[src/rtl/fww_pkg.sv]
`timescale 1ns / 1ps
package fww_pkg;

   localparam int SAMPLE_W = 16;
   localparam int INDEX_W  = 10;
   localparam int KIND_W   = 3;
   localparam int LEN_W    = 11;
   localparam int CSR_W    = 11;
   localparam int COEF_W   = 18;
   localparam int OUT_W    = 25;
   localparam int DIV_NUM_W = 48;
   localparam int DIV_DEN_W = 16;

   localparam logic [KIND_W-1:0] KIND_RECT     = 3'd0;
   localparam logic [KIND_W-1:0] KIND_TRIANGLE = 3'd1;
   localparam logic [KIND_W-1:0] KIND_HANN     = 3'd2;
   localparam logic [KIND_W-1:0] KIND_HAMMING  = 3'd3;
   localparam logic [KIND_W-1:0] KIND_BLACKMAN = 3'd4;
   localparam logic [KIND_W-1:0] KIND_FLATTOP  = 3'd5;

   localparam logic CSR_WINDOW_KIND  = 1'b0;
   localparam logic CSR_FRAME_LENGTH = 1'b1;

   localparam logic [KIND_W-1:0] KIND_RESET = KIND_RECT;
   localparam logic [LEN_W-1:0]  LEN_RESET  = 11'd1024;

   localparam logic [30:0] Q30_ONE     = 31'd1073741824;
   localparam logic [30:0] HALF_PI_Q30 = 31'd1686629713;
   localparam logic signed [COEF_W-1:0] Q16_ONE  = 18'sd65536;
   localparam logic signed [COEF_W-1:0] COEF_MAX = 18'sd131071;
   localparam logic signed [COEF_W-1:0] COEF_MIN = -18'sd131072;
   localparam logic signed [OUT_W-1:0]  OUT_MAX  = 25'sd16776960;
   localparam logic signed [OUT_W-1:0]  OUT_MIN  = -25'sd8388608;

   typedef struct packed {
      logic                 start;
      logic [DIV_NUM_W-1:0] num;
      logic [DIV_DEN_W-1:0] den;
   } div_req_type;

   typedef struct packed {
      logic                 done;
      logic [DIV_NUM_W-1:0] quo;
   } div_rsp_type;

   // (2k-1)(2k) for the nested cosine series
   function automatic logic [7:0] taylor_div(input logic [2:0] k);
      logic [7:0] d;
      case (k)
         3'd6:    d = 8'd132;
         3'd5:    d = 8'd90;
         3'd4:    d = 8'd56;
         3'd3:    d = 8'd30;
         3'd2:    d = 8'd12;
         default: d = 8'd2;
      endcase
      return d;
   endfunction

   // constant term of the window sum, in units of Q30 one
   function automatic logic [15:0] base_weight(input logic [KIND_W-1:0] kind);
      logic [15:0] w;
      case (kind)
         KIND_HANN:     w = 16'd1;
         KIND_HAMMING:  w = 16'd54;
         KIND_BLACKMAN: w = 16'd42;
         KIND_FLATTOP:  w = 16'd10000;
         default:       w = 16'd0;
      endcase
      return w;
   endfunction

   // weight of cos(2*pi*m*i/D)
   function automatic logic signed [15:0] term_weight(input logic [KIND_W-1:0] kind,
                                                      input logic [2:0] m);
      logic signed [15:0] w;
      w = '0;
      case (kind)
         KIND_HANN:     w = -16'sd1;
         KIND_HAMMING:  w = -16'sd46;
         KIND_BLACKMAN: w = (m == 3'd1) ? -16'sd50 : 16'sd8;
         KIND_FLATTOP: begin
            case (m)
               3'd1:    w = -16'sd19300;
               3'd2:    w = 16'sd12900;
               3'd3:    w = -16'sd3880;
               default: w = 16'sd322;
            endcase
         end
         default:       w = '0;
      endcase
      return w;
   endfunction

   function automatic logic [2:0] term_count(input logic [KIND_W-1:0] kind);
      logic [2:0] n;
      case (kind)
         KIND_BLACKMAN: n = 3'd2;
         KIND_FLATTOP:  n = 3'd4;
         default:       n = 3'd1;
      endcase
      return n;
   endfunction

   // final scale divided by 2^14
   function automatic logic [15:0] round_div(input logic [KIND_W-1:0] kind);
      logic [15:0] d;
      case (kind)
         KIND_HANN:    d = 16'd2;
         KIND_FLATTOP: d = 16'd46340;
         default:      d = 16'd100;
      endcase
      return d;
   endfunction

endpackage

[src/rtl/fww_div.sv]
`timescale 1ns / 1ps
module fww_div (
   input  logic                 clock,
   input  logic                 reset,
   input  fww_pkg::div_req_type req,
   output fww_pkg::div_rsp_type rsp
);

   import fww_pkg::*;

   localparam int RADIX_BITS = 4;
   localparam int STEPS = DIV_NUM_W / RADIX_BITS;
   localparam int CNT_W = $clog2(STEPS);

   logic                 busy_ff, busy_in;
   logic                 done_ff, done_in;
   logic [CNT_W-1:0]     cnt_ff, cnt_in;
   logic [DIV_DEN_W-1:0] rem_ff, rem_in;
   logic [DIV_DEN_W-1:0] den_ff, den_in;
   logic [DIV_NUM_W-1:0] sh_ff, sh_in;

   always_comb begin
      logic [DIV_DEN_W:0]   r;
      logic [DIV_DEN_W-1:0] rem;
      logic [DIV_NUM_W-1:0] sh;
      rem     = rem_ff;
      sh      = sh_ff;
      r       = '0;
      busy_in = busy_ff;
      done_in = 1'b0;
      cnt_in  = cnt_ff;
      den_in  = den_ff;
      if (req.start) begin
         busy_in = 1'b1;
         cnt_in  = '0;
         den_in  = req.den;
         rem     = '0;
         sh      = req.num;
      end else if (busy_ff) begin
         // restoring division, four quotient bits a cycle
         for (int j = 0; j < RADIX_BITS; j++) begin
            r  = {rem, sh[DIV_NUM_W-1]};
            sh = {sh[DIV_NUM_W-2:0], 1'b0};
            if (r >= {1'b0, den_ff}) begin
               rem   = DIV_DEN_W'(r - {1'b0, den_ff});
               sh[0] = 1'b1;
            end else begin
               rem = r[DIV_DEN_W-1:0];
            end
         end
         cnt_in = cnt_ff + 1'b1;
         if (cnt_ff == CNT_W'(STEPS - 1)) begin
            busy_in = 1'b0;
            done_in = 1'b1;
         end
      end
      rem_in = rem;
      sh_in  = sh;
   end

   always_ff @(posedge clock) begin
      if (reset) begin
         busy_ff <= 1'b0;
         done_ff <= 1'b0;
         cnt_ff  <= '0;
      end else begin
         busy_ff <= busy_in;
         done_ff <= done_in;
         cnt_ff  <= cnt_in;
      end
      rem_ff <= rem_in;
      den_ff <= den_in;
      sh_ff  <= sh_in;
   end

   assign rsp.done = done_ff;
   assign rsp.quo  = sh_ff;

endmodule

[config.mk]
export PLATFORM = sky130hd
export DESIGN_NAME = fww_div
export DESIGN_NICKNAME = d
export VERILOG_FILES = /design/src/rtl/fww_pkg.sv /design/src/rtl/fww_div.sv
export SDC_FILE = /design/constraint.sdc
export NUM_CORES = 1
export LEC_CHECK = 0
export ABC_AREA = 1
export BUFFER_PORTS_ARGS = -buffer_cell sky130_fd_sc_hd__buf_2
export CORE_MARGIN = 8
export CORE_UTILIZATION = 30
export DETAILED_ROUTE_END_ITERATION = 12
export GPL_TIMING_DRIVEN = 0
export PLACE_DENSITY = 0.49
export SLEW_MARGIN = 40
export SYNTH_ARGS = -nofsm -noshare
export SYNTH_HDL_FRONTEND = slang
export SYNTH_SLANG_ARGS = --single-unit
[constraint.sdc]
create_clock -name clock -period 17.05 [get_ports clock]
set_input_delay 0.8525 -clock clock [delete_from_list [all_inputs] [get_ports clock]]
set_output_delay 0.8525 -clock clock [all_outputs]
set_load 0.01 [all_outputs]
==> results of run 1 <==
==> layout by cell type (no fill, tap or decap), types with 2 or more instances in the layout <==
cell	Yosys	final
a211oi_1	2	2
a21boi_0	6	6
a21o_1	6	6
a21oi_1	56	56
a31oi_1	6	6
buf_12	1	2
buf_2	5	120
buf_4	4	4
clkbuf_1	14	14
clkbuf_16	0	9
clkinv_4	0	3
dfxtp_1	22	22
edfxtp_1	64	64
fa_1	4	4
ha_1	65	65
inv_1	125	124
inv_2	4	4
inv_4	1	2
inv_8	0	3
nand2_1	386	386
nand2_2	21	21
nand2_4	4	4
nand2_8	3	3
nand3_1	58	58
nand3_4	2	2
nand4_1	8	8
nor2_1	30	30
nor2_4	2	2
nor3_1	5	5
nor3b_1	2	2
nor4_1	5	5
o21a_1	2	2
o21ai_0	34	34
o21ai_1	14	14
or2_1	2	2
xnor2_1	31	31
xor2_1	19	19
==> worst max-delay path, delay by kind of cell, from the launching register on <==
kind,cells,cell delay (ps)
AOI/OAI and AO/OA,10,2290
DFF,1,500
buffers and inverters,10,1710
and+or+nand+nor,30,3200
adders and majority gates,4,1360
==> layout make-up <==
type	count	area [sq um]	area share (%)
inverter	130	493.0	5.634
buffer	26	153.9	1.759
clock buffer	9	225.2	2.574
multi-input combinational	787	4438	50.72
clock inverter	7	76.32	0.8723
tap	324	405.4	4.633
timing repair buffer	116	595.6	6.807
sequential	86	2362	27.00
==> sequential cells by signal, indices dropped and copies added, names as in the netlist <==
register,count
done_ff,1
busy_ff,1
cnt_ff,4
den_ff,16
rem_ff,16
sh_ff,48
==> routing by layer <==
| layer | part of all wire (%) | track usage (%) | wire (microns) | up-vias |
|---|---|---|---|---|
| met4 | 1.1 | 3.270 | 267 | 2 |
| met1 | 47 | 20.07 | 10980 | 3111 |
| met2 | 46 | 25.67 | 10730 | 169 |
| met3 | 5.9 | 3.855 | 1376 | 16 |
| met5 | 0.034 | 0 | 8 | - |
| li1 | - | - | - | 3602 |
==> logic make-up after synthesis <==
group / Yosys count / share of synthesized area, %
compound gates: 132 / 10.03
xor+xnor: 50 / 5.882
fa+ha+maj: 69 / 12.00
buf+inv: 156 / 8.655
flops: 86 / 31.73
simple gates: 536 / 31.70
==> synth_stat cells, types with 2 or more instances <==
cell      instances
buf_2             5
inv_1           125
clkbuf_1         14
a21o_1            6
a21boi_0          6
nand2_8           3
or2_1             2
a31oi_1           6
inv_2             4
nand2_1         386
a21oi_1          56
nor3b_1           2
nor2_1           30
xnor2_1          31
o21a_1            2
nand3_1          58
nand2_2          21
nand4_1           8
ha_1             65
buf_4             4
nor3_1            5
xor2_1           19
fa_1              4
nor4_1            5
o21ai_0          34
edfxtp_1         64
nand3_4           2
o21ai_1          14
dfxtp_1          22
nor2_4            2
a211oi_1          2
nand2_4           4
==> per-stage QoR <==
step,area (sq um),util [%],instances,setup WS (ps)
detailed placement,8448,34.74,1469,7876
floorplan,7445,-,1029,9988
global route,8750,35.98,1485,7021
global placement,8426,34.65,1468,7870
finish,8750,35.98,1485,7909
CTS,8750,35.98,1485,7841
==> worst max path at each step <==
stage	from	end	cells after the start	slack (ps)
6_report	den_ff[1]	rem_ff[0]	54	7910
5_1_grt	den_ff[1]	rem_ff[0]	54	7020
4_1_cts	den_ff[1]	rem_ff[0]	54	7840
3_5_place_dp	den_ff[1]	rem_ff[0]	54	7880
3_3_place_gp	den_ff[1]	rem_ff[0]	54	7870
2_1_floorplan	den_ff[1]	rem_ff[12]	54	9990
==> results_dict.tcl, run 1 <==
set metrics [dict create \
    cts_htree_levels 3 \
    layout_worst_path_cycle_share_pct 53.61 \
    ios 116 \
    finalHoldViolCount 0 \
    overflow 0 \
    synth.distinct_cells 50 \
    slew_headroom_pct 53.87 \
    synth_ff_type "edfxtp_1" \
    postSynthCellCount 1029 \
    yosysSeqAreaShare_pct 31.73 \
    synthesis.area_sq_um 7445 \
    synthTopCellsByArea "edfxtp_1, nand2_1, ha_1, inv_1, dfxtp_1" \
    hp-start "cnt_ff[3]" \
    hold_class "flop to flop" \
    yosysTopAreaCell "edfxtp_1" \
    ant_nets 0 \
    outcome "finished clean" \
    worstPathRequired_ps 17340 \
    drtIter0Drc 395 \
    routed_via_density 4.646 \
    crit_path_frequent_cell "nand2_1" \
    cts.repair.resized 0 \
    cp-start-kind "flop" \
    postCtsSetupBuffers 0 \
    rsz0062_at_grt "false" \
    initial_utilization_pct 30.61 \
    fmax_mhz 109.4 \
    drv_cap 0 \
    cp_max_fo 10 \
    clock-sinks 86 \
    grt_util_all_layers_pct 15.50 \
    dieArea_sq_um 30110 \
    drive_gt1_share_pct 16.28 \
    synth_top_cell_area_share_pct 25.82 \
    finalWirelength_microns 23360 \
    rrSetupSlack_ps 7910 \
    holdPathEnd "cnt_ff[3]" \
    die_w_microns 173.5 \
    antenna_cells 0 \
    max_slew.worst_pin.slew_ps 691.9 \
    die_h_microns 173.5 \
    slew_violations 0 \
    avgSynthCellArea_sq_um 7.235 \
    critPathMaxStageDelay_ps 500 \
    setup_viol 0 \
    rr_startpoint "den_ff[1]" \
    end_kind "flop" \
    clk_path_buf_depth 2 \
    reg2reg_depth 54 \
    clkTransAtPathRegs_ps 70 \
    cts_buffers 9 \
    drc 0 \
    ys_warn_count 0 \
    r2r-end "rem_ff[0]" \
    grt_pass1_wl_microns 37370 \
    numPortBuffers 115 \
    clock_skew_ps 16.60 \
    fin_tns_setup_ps 0 \
    nFillCells 2648 \
    async_reset_ff_share_pct 0 \
    crit_slowest_cell "edfxtp_1" \
    synth_seq_cells 86 \
    syn_to_final_growth_pct 17.53 \
    layout.nets 1292 \
    hold_buffers 0 \
    worstSkewPairLatency_ps 350 \
    synth_fp_nets 1165 \
    rows 57 \
    worstPathArrival_ps 9430 \
    synth_enable_flop_cells 64 \
    antenna_found_initial 1 \
    root_buffer "clkbuf_16" \
    grt_max_degree 26 \
    hold_depth 2 \
    grt_pass1_vias 6818 \
    firstDrtPassIters 6 \
    period_minus_slack_ps 9141 \
    dpl.hpwl_microns 19600 \
    hold_ws_ps 469.0 \
    routedWlPerCell_microns 15.73 \
    coreArea_sq_um 24320 \
    cts_tree "built" \
    crit_type "flop to flop" \
    place.gp.congestion 0.8781 \
    vias 6900 \
]
Power of run 1 is not shown: default switching activity piles up to over one toggle a cycle in this logic, so the estimate is an artifact.
==> run 2: changes to the inputs <==
ABC_AREA = 0   (was 1)
clock period = 8.6 ns   (was 17.05 ns; I/O delays follow)
==> run 2 against run 1 <==
Against the previous run: the run now ends with setup timing left; hold slack worse by 220 ps; wire length decreased by 4.2%; register-to-register slack worse by 8100 ps; flip-flop and latch count unchanged; first-iteration DRC count is 22% lower; cell area grew 12%; count of clock-buffer cells in the layout rose by 1; die area decreased by 6.4%; largest cell class unchanged; non-clock buffer count rose by 77; utilization grew 7.1 points; global-route usage is 0.19 points higher.
==> results_dict.tcl, run 2 <==
set metrics [dict create \
    reg.largest.list "sh_ff (48), den_ff (16), rem_ff (16)" \
    overflow 0 \
    seqCellArea_sq_um 2362 \
    crit_type "flop to flop" \
    synth_fp_nets 828 \
    avgSynthCellArea_sq_um 9.997 \
    rows 55 \
    firstDrtPassIters 5 \
    numPortBuffers 115 \
    root_buffer "clkbuf_16" \
    hold_buffers 0 \
    grt_max_degree 50 \
    syn_to_final_growth_pct 41.13 \
    reg2reg_depth 42 \
    postSynthCellCount 692 \
    slew_headroom_pct 48.90 \
    ios 116 \
    die_h_microns 167.9 \
    drc 0 \
    crit_path_start "den_ff[9]" \
    worstSkewPairLatency_ps 350 \
    period_minus_slack_ps 8770 \
    largest_register_ffs 48 \
    grt_util_all_layers_pct 15.69 \
    worstPathArrival_ps 8860 \
    synth_common_cells "mux2_2, ha_1, edfxtp_1, nand2_1" \
    final_cell_mix "buf_2, buf_4, edfxtp_1, mux2_2, nand2_1" \
    yosysTopAreaCell "edfxtp_1" \
    cp_max_fo 8 \
    synth_compound_gate_area_share_pct 16.95 \
    setup_viol 16 \
    nFillCells 2135 \
    coreArea_sq_um 22640 \
    synth_xor_area_share_pct 6.710 \
    rr_startpoint "den_ff[9]" \
    layout_commonest_cell "buf_2" \
    synthAdderAreaFrac_pct 12.91 \
    drtIter0Drc 309 \
    finalHoldViolCount 0 \
    synth_top_cell_area_share_pct 27.78 \
    synth_top_family_by_area "compound AO/OA/AOI/OAI gates" \
    clkTransAtPathRegs_ps 80 \
    post-synth-top-count-cell "mux2_2" \
    antenna_found_initial 2 \
    hold_class "input pin to flop" \
    max_slew.worst_pin.slew_ps 766.5 \
    fin_area_sq_um 9763 \
    synthesis.area_sq_um 6918 \
    synth_enable_flop_cells 64 \
    dpl.hpwl_microns 16750 \
    utilization_pct 43.12 \
    slew_violations 0 \
    failed_checks "setup timing" \
    routed_via_density 5.076 \
    die_w_microns 167.9 \
    ant_nets 0 \
    routedWlPerCell_microns 18.79 \
    synth_seq_cells 86 \
    top_register "sh_ff" \
    drive_gt1_share_pct 46.63 \
    critPathMaxStageDelay_ps 510 \
    dpl_worst_slack_ps -1647 \
    cts_tree "built" \
    multiInputGateArea_sq_um 5092 \
    synthTopCellsByArea "edfxtp_1, ha_1, mux2_2, dfxtp_1, xnor2_1" \
    dieArea_sq_um 28180 \
    place.gp.congestion 0.8492 \
    finalWirelength_microns 22380 \
    hold_depth 1 \
    ys_warn_count 0 \
    vias 6045 \
    dpl-instance-area_sq_um 7939 \
    layout_worst_path_cycle_share_pct 102.0 \
    initial_utilization_pct 30.56 \
    rsz0062_at_grt "true" \
    setup_ws_ps -170.2 \
    drv_cap 0 \
    clk_path_buf_depth 2 \
    cts_buffers 9 \
    clock_skew_ps 17.23 \
    end_kind "flop" \
    synthSimpleGateAreaFrac_pct 12.14 \
    yosysSeqAreaShare_pct 34.15 \
    async_reset_ff_share_pct 0 \
    cp-start-kind "flop" \
    cts_htree_levels 3 \
    worstPathRequired_ps 8690 \
    synth_ff_type "edfxtp_1" \
    outcome "finished with violations" \
    crit_slowest_cell "or4_4" \
    grt_pass1_wl_microns 35050 \
    clock-sinks 86 \
    layout.nets 1036 \
    synthMuxAreaShare_pct 13.24 \
    hp-start "req[5]" \
    grt_pass1_vias 6469 \
    synth.distinct_cells 67 \
    fmax_mhz 114.0 \
]
run 2: changes by cell type in the layout (fill, tap and decap cells not counted), sizes merged, moves of 14 or more:
cell,previous run,this run
nand2,414,58
nand3,61,12
buf,128,210
inv,133,40
a21o,6,22
mux2,0,73
nor2,33,47
run 2: worst paths after layout:
| check | to | slack (ps) |
|---|---|---|
| min reg2reg | cnt_ff[3] | 530 |
| min | den_ff[5] | 250 |
| max | sh_ff[0] | -170 |
| max reg2reg | sh_ff[0] | -170 |
run 2: repair_timing:
action,in CTS,in global routing
endpoints found under the setup margin,17,17
gates cloned,3,0
resized for setup,94,65
pin swaps,46,54
setup buffers,60,25
run 2: final cells by class:
class	instances	area share, %
multi-input cells	544	52.16
clock inverters	6	1.192
well taps	285	3.652
plain buffers	19	1.487
flip-flops and latches	86	24.20
repair buffers	200	13.24
clock buffers	10	2.345
diodes	1	0.02563
inverters	40	1.704
run 2: layer usage:
| layer | vias to the layer above | routed length (microns) | share of wire, % | global-route usage, % |
|---|---|---|---|---|
| met2 | 140 | 10770 | 48 | 26.70 |
| met4 | 4 | 724 | 3.2 | 6.522 |
| met5 | - | 16 | 0.071 | 0 |
| li1 | 2991 | - | - | - |
| met3 | 31 | 1101 | 4.9 | 3.508 |
| met1 | 2879 | 9770 | 44 | 18.85 |
run 2: cell families after synthesis:
family / count (synthesis)
DFF: 86
xor gates and xnor gates: 53
muxes: 82
buffers and inverters: 62
adders and majority gates: 69
and+or+nand+nor: 172
AOI/OAI and AO/OA: 168
run 2: per-stage QoR:
step | hold slack [ps] | instances | TNS (ps)
2_1_floorplan | 476.8 | 692 | -173.6
3_3_place_gp | 500.9 | 1092 | -26410
3_5_place_dp | 515.2 | 1092 | -26810
4_1_cts | 242.8 | 1168 | -4473
5_1_grt | 248.7 | 1190 | -6523
6_report | 251.9 | 1191 | -1471
run 2: worst max-delay path: cells and delay by family (launching register included):
family          cells  cell delay [ps]
compound gates     18             3170
fa+ha+maj           4             1110
buf+inv             7             1020
flops               1              340
mux                 4             1220
simple gates        9             1630
Power of run 2 is left out for the same reason.
==> run 3: changes to the inputs <==
PLACE_DENSITY = 0.53   (was 0.49)
clock period = 8.9 ns   (was 8.6 ns; I/O delays follow)
==> run 3 against run 2 <==
Against the previous run: the run now ends clean; global-route usage is 0.34 points lower; setup slack improved by 380 ps; die area unchanged.
==> results_dict.tcl, run 3 (synthesis gave the netlist of run 2 again) <==
set metrics [dict create \
    clk_path_buf_depth 2 \
    worstSkewPairLatency_ps 350 \
    hold_depth 2 \
    slew_violations 0 \
    overflow 0 \
    reg.largest.list "sh_ff (48), den_ff (16), rem_ff (16)" \
    reg2reg_depth 43 \
    clock_skew_ps 10.83 \
    vias 6077 \
    largest_register_ffs 48 \
    slew_headroom_pct 49.71 \
    layout.nets 1040 \
    numPortBuffers 115 \
    finalWirelength_microns 21920 \
    grt_pass1_wl_microns 34310 \
    period_minus_slack_ps 8691 \
    fmax_mhz 115.1 \
    cts_tree "built" \
    clkTransAtPathRegs_ps 70 \
    setup_viol 0 \
    grt_max_degree 50 \
    worstPathArrival_ps 8950 \
    routedWlPerCell_microns 18.36 \
    worstPathRequired_ps 9160 \
    ios 116 \
    use_met1_pct 17.81 \
    syn_to_final_growth_pct 40.13 \
    top_register "sh_ff" \
    hold_buffers 0 \
    firstDrtPassIters 7 \
    globalRoute.busiestLayer "met2" \
    cts_buffers 9 \
    drc 0 \
    die_h_microns 167.9 \
    initial_utilization_pct 30.56 \
    drv_cap 0 \
    routed_via_density 5.090 \
    met3_usage_pct 3.742 \
    cp-start-kind "flop" \
    outcome "finished clean" \
    grt_pass1_vias 6425 \
    antenna_cells 0 \
    root_buffer "clkbuf_16" \
    drive_gt1_share_pct 45.98 \
    crit_slowest_cell "edfxtp_1" \
    hold_class "input pin to flop" \
    coreArea_sq_um 22640 \
    antenna_found_initial 3 \
    clock-sinks 86 \
    dieArea_sq_um 28180 \
    layout_worst_path_cycle_share_pct 97.65 \
    cp_max_fo 8 \
    drtIter0Drc 228 \
    rsz0062_at_grt "true" \
    finalHoldViolCount 0 \
    cts_htree_levels 3 \
    layout_commonest_cell "buf_2" \
    crit_type "flop to flop" \
    nFillCells 2101 \
    final_cell_mix "buf_2, buf_4, mux2_2, edfxtp_1, nand2_1" \
    dpl.hpwl_microns 16370 \
    die_w_microns 167.9 \
    ant_nets 0 \
    end_kind "flop" \
    utilization_pct 42.82 \
    place.gp.congestion 0.8461 \
    max_slew.worst_pin.slew_ps 754.4 \
    grt_util_all_layers_pct 15.35 \
    grtUsageMet2_pct 26.96 \
    rows 55 \
    critPathMaxStageDelay_ps 430 \
]
## run 3: cell types whose count changed in the layout (fill, tap and decap cells not counted), sizes merged
cell	delta
buf	+4
bufinv	-3
clkbuf	-1
clkinv	+1
diode	-1
inv	+3
## run 3: repair_timing
item	in CTS	in global routing
pin swaps	31	28
endpoints found under the hold margin	0	0
setup buffers	70	19
resized for setup	91	65
gates cloned	3	0
setup endpoints to repair	17	17
## run 3: final cells by class
type	instances	area, sq um	share of cell area, %
plain buffers	19	155.1	1.600
clock buffers	9	225.2	2.323
clock inverters	7	72.57	0.7486
inverters	40	160.2	1.652
multi-input cells	544	5049	52.08
flip-flops and latches	86	2362	24.37
well taps	285	356.6	3.678
repair buffers	204	1314	13.55
## run 3: per-layer routing
layer  wire length [microns]  up-vias
met1                    9186     2873
met3                    1327       35
met2                   10820      173
met5                      35        -
met4                     548        6
li1                        -     2990
## run 3: worst paths after layout
check,start,to,slack (ps)
worst max register to register,sh_ff[47],rem_ff[14],210
worst max-delay path,sh_ff[47],rem_ff[14],210
worst min-delay path,reset,busy_ff,270
worst min register to register,rem_ff[14],rem_ff[14],540
## run 3: stage by stage
step	worst slack [ps]	area, sq um	std cells	TNS (ps)	hold slack (ps)
floorplan	11.10	6948	692	0	476.8
global placement	-1796	7880	1092	-29150	504.1
detailed placement	-1818	7883	1092	-29490	524.1
CTS	8.713	9304	1179	0	255.1
global route	-160.1	9694	1194	-907.8	260.7
finish	208.9	9694	1194	0	269.0
## run 3: critical path: cells and delay by family, from the launching register on
family	cells	cell delay [ps]
buffers and inverters	6	750
and+or+nand+nor	8	1050
DFF	1	430
xor gates and xnor gates	1	140
adders and majority gates	4	1000
AOI/OAI and AO/OA	21	4530
muxes	3	700
Power of run 3 is left out for the same reason.
